[src/hdl/xsf_pkg.sv]
// ============================================================================
// xsf_pkg : shared definitions for the XOR sprite frame buffer
// Sizes, codes and the control/status bundles between the top level and the
// pixel read-modify-write engine.
// ============================================================================
`default_nettype none

package xsf_pkg;

    // Frame buffer size in pixels, stored eight pixels to a memory word
    localparam int FRAME_PIXELS = 8192;
    localparam int FB_WORDS     = (FRAME_PIXELS + 7) / 8;
    localparam int FB_AW        = (FB_WORDS > 1) ? $clog2(FB_WORDS) : 1;

    // Largest address the wrap logic can form: 127 + 63 * 128
    localparam int ADDR_W = 13;

    // One lane per sprite pixel
    localparam int LANES  = 8;
    localparam int LANE_W = $clog2(LANES);

    // Display size limits and reset values
    localparam logic [7:0] WIDTH_RST  = 8'd64;
    localparam logic [6:0] HEIGHT_RST = 7'd32;
    localparam logic [7:0] WIDTH_MAX  = 8'd128;
    localparam logic [6:0] HEIGHT_MAX = 7'd64;

    // Item kinds
    localparam logic [1:0] KIND_DRAW  = 2'd0;
    localparam logic [1:0] KIND_CLEAR = 2'd1;
    localparam logic [1:0] KIND_READ  = 2'd2;

    // Configuration register indexes
    localparam logic REG_WIDTH  = 1'b0;
    localparam logic REG_HEIGHT = 1'b1;

    typedef logic [ADDR_W-1:0] t_addr;

    // Commands to the pixel engine, single-cycle pulses
    typedef struct packed {
        logic draw;
        logic read;
        logic clear;
    } t_rmw_cmd;

    // Status from the pixel engine
    typedef struct packed {
        logic busy;
        logic done;
        logic hit;
        logic pixel;
    } t_rmw_stat;

endpackage

`default_nettype wire

[src/hdl/xsf_mod_lane.sv]
// ============================================================================
// xsf_mod_lane : bit-serial remainder lane
// Restoring remainder of a 9-bit value by an 8-bit modulus, one bit a cycle while i_step is high.
// ============================================================================
`default_nettype none

module xsf_mod_lane
    import xsf_pkg::*;
(
    input  wire logic       i_clk,
    input  wire logic       i_load,
    input  wire logic       i_step,
    input  wire logic [8:0] i_num,
    input  wire logic [7:0] i_den,
    output logic      [6:0] o_rem
);

    logic [8:0] r_num;
    logic [7:0] r_den;
    logic [6:0] r_rem;
    logic [7:0] trial;
    logic [7:0] n_rem;

    // Shift in the next dividend bit, subtract the modulus when it fits
    always_comb begin
        trial = {r_rem, r_num[8]};
        if (trial >= r_den) begin
            n_rem = trial - r_den;
        end else begin
            n_rem = trial;
        end
    end

    // Load operands, then advance one bit per step
    always_ff @(posedge i_clk) begin
        if (i_load) begin
            r_num <= i_num;
            r_den <= i_den;
            r_rem <= 7'd0;
        end else if (i_step) begin
            r_num <= {r_num[7:0], 1'b0};
            r_rem <= n_rem[6:0];
        end
    end

    assign o_rem = r_rem;

endmodule

`default_nettype wire

[config.mk]
export PLATFORM = sky130hd
export DESIGN_NAME = xsf_mod_lane
export DESIGN_NICKNAME = d
export VERILOG_FILES = /design/src/hdl/xsf_pkg.sv /design/src/hdl/xsf_mod_lane.sv
export SDC_FILE = /design/constraint.sdc
export NUM_CORES = 1
export LEC_CHECK = 0
export ABC_AREA = 1
export BUFFER_PORTS_ARGS = -buffer_cell sky130_fd_sc_hd__buf_2
export CORE_UTILIZATION = 45
export DETAILED_ROUTE_END_ITERATION = 6
export GPL_TIMING_DRIVEN = 0
export PLACE_DENSITY_LB_ADDON = 0.25
export SLEW_MARGIN = 20
export SYNTH_ARGS = -nofsm -noshare
export SYNTH_HDL_FRONTEND = slang
export SYNTH_SLANG_ARGS = --single-unit
[constraint.sdc]
create_clock -name i_clk -period 2.15 [get_ports i_clk]
set_input_delay 0.3225 -clock i_clk [delete_from_list [all_inputs] [get_ports i_clk]]
set_output_delay 0.3225 -clock i_clk [all_outputs]
set_load 0.05 [all_outputs]
==> reports/qor.csv <==
metric,value,unit
CP Class,flip-flop to flip-flop,
Fin Hold WS,0.1823,ns
GR Layer Usage met3,2.041,%
Most Crowded Layer GR,met2,
met2 GRT Util,28.91,%
RR Endpoint,o_rem[5],
critical path's slowest cell,fa_1,
FILL cells,281,
initial antenna violation count,0,
Final Hold Viols,0,
Power Total,991.2,µW
sequential fraction of the synthesis area,47.66,%
Vias/cell,4.751,
synth warn,0,
worst clock skew,0.003212,ns
DRT Pass-1 Iters,4,
minimum clock period,1.946,ns
register bit count reported by yosys,24,
setup TNS,0,ns
die area,0.003258,mm²
share of layout cells above drive strength 1,19.70,%
cells taking the most area after synthesis,"edfxtp_1, nand2_1, dfxtp_1",
hold path startpoint,i_den[1],
num rows,19,
GRT Residual Overflow,0,
syn nets,197,
CTS resizes,0,
Worst setup SP type,flip-flop,
fmax,513.8,MHz
vias in the first global route,988,
"most used cell, CP",nand2_1,
Vias,1088,
crit path max fanout,8,
"Critical Path, Cell by Cell",inv_1 -> ha_1 -> inv_1 -> fa_1 -> nand2_1 -> nand2_1 -> nand2_1 -> nand2_2 -> nand2_4 -> nand3_1 -> nand2_1 -> inv_1 -> nand2_1 -> nand2_1,
R2R depth,14,
Synth cell types,20,
Starting Density,48.66,%
CP bufs+invs,3,
Nets,228,
Post-synth EDFFs,17,
syn avg cell area,8.125,µm²
Cells after Synth,168,
largest net degree at the start of global routing,14,
clock-pin transition on the worst setup and hold timing paths,0.13,ns
crit end category,flip-flop,
FF-to-FF Start,r_num[8],
Chip Width,57.08,µm
CP arrival,2.16,ns
WHS Endpoint,r_den[1],
Hold Crit Depth,1,
max-slew violation count,0,
Max IR drop VDD,0.4084,mV
RSZ-0062 raised after global routing,false,
Port-buffer cells,26,
Max-Cap Viols,0,
largest area contributor in the netlist,edfxtp_1,
core area,0.002805,mm²
HPWL Detailed,1946,µm
"commonest non-fill, non-tap cell in the layout",nand2_1,
DRC Markers,0,
# IOs,27,
final period utilization,90.52,%
met1 Resource Use GR,20.23,%
Root Driver,clkbuf_4,
RD Place Congestion,0.8367,
min-delay worst type,input port to flip-flop,
Mapped Area,0.001365,mm²
Lkg Pwr,0.8649,nW
worst endpoint required time,2.36,ns
top_reg_cell synth,edfxtp_1,
final wirelength,2419,µm
status,"finished, final reports clean",
worst reg-to-reg setup slack,0.20,ns
DR iter-0 viols,43,
H-tree level count,1,
total placed instance area,0.001534,mm²
Clock Latency Late Sink,0.30,ns
Power Density,631.2,mW/mm²
total inserted antenna cells,0,
Clock Sinks,24,
"Setup Fix Bufs, Post-CTS",0,
first-pass GRT wire length,4126,µm
clk buf depth,2,
Synth top area share,37.40,%
Final Cell Area,0.001570,mm²
CTS tree,built,
GRT Total Usage,16.30,%
routed len/inst,10.56,µm
CTS Hold Bufs,0,
antenna-violating nets left,0,
Worst Tran Pin Value,0.4386,ns
die height,57.08,µm
ys async rst share,0,%
most frequent cells in the layout,"nand2_1, inv_1, buf_2",
relative slew slack,70.73,%
Layout area overhead,15.03,%
critical path's top delay family,simple AND/OR/NAND/NOR gates,
CP peak stage delay,0.41,ns
TritonCTS Buffers,3,
Final Setup Violations,0,
-- worst register-to-register path, stage by stage (launching register included) --
cell	delay, ns
edfxtp_1	0.38
inv_1	0.08
ha_1	0.16
inv_1	0.08
fa_1	0.41
nand2_1	0.08
nand2_1	0.09
nand2_1	0.12
nand2_2	0.08
nand2_4	0.10
nand3_1	0.08
nand2_1	0.07
inv_1	0.04
nand2_1	0.05
nand2_1	0.05
-- cells by family (layout without fill, tap and decap cells) --
group,after synthesis,after routing,synth area share (%)
AND/OR/NAND/NOR,92,92,29.42
adder cells (fa/ha/maj),9,9,8.800
AO/OA/AOI/OAI,7,7,3.392
XOR/XNOR,2,2,1.283
buffers and inverters,34,64,9.441
flip-flops,24,24,47.66
-- cell type report --
cell class | instances | area, µm² | area share, %
Sequential cell | 24 | 650.6 | 41.43
Tap cell | 31 | 38.79 | 2.470
Clock buffer | 4 | 36.28 | 2.311
Timing Repair Buffer | 26 | 130.1 | 8.287
Inverter | 33 | 123.9 | 7.888
Buffer | 1 | 5.005 | 0.3187
Multi-Input combinational cell | 110 | 585.6 | 37.29
-- cells in the mapped netlist, types with 2 or more instances --
cell type  count
nand2_1       61
inv_1         33
nand3_1       19
edfxtp_1      17
ha_1           8
dfxtp_1        7
o21ai_1        4
nand2_2        3
nor2_1         3
a21oi_1        2
nor2_2         2
-- worst max-delay path by stage --
stage,from,to,cells past startpoint,slack (ns)
after CTS,r_num[8],o_rem[5],14,0.19
final,r_num[8],o_rem[5],14,0.20
after global placement,r_num[8],o_rem[5],14,0.31
after detailed placement,r_num[8],o_rem[5],14,0.21
after floorplan,o_rem[4],o_rem[0],8,0.38
after global routing,r_num[8],o_rem[5],14,0.05
-- metrics by stage --
step / worst slack [ns] / utilization (%) / std cells
final: 0.2038 / 55.98 / 229
after detailed placement: 0.2133 / 54.68 / 225
after global routing: 0.05291 / 55.98 / 229
after CTS: 0.1876 / 55.98 / 229
after global placement: 0.3111 / 54.68 / 225
after floorplan: 0.3813 / - / 168
-- where the power goes --
part | switching (mW) | total, mW | internal (mW)
registers | 0.0150 | 0.550 | 0.535
logic | 0.136 | 0.211 | 0.0755
clock network | 0.126 | 0.230 | 0.103
total | 0.277 | 0.991 | 0.714
-- layer usage --
metal  vias to the layer above  routed length, µm
li1                        589                  -
met1                       479               1152
met2                        18               1189
met3                         2                 60
met4                         0                 17
met5                         -                  0
-- registers in the layout (all words and copies together) (netlist names) --
name   flops
o_rem      7
r_den      8
r_num      9
(Power assumes the default switching activity.)
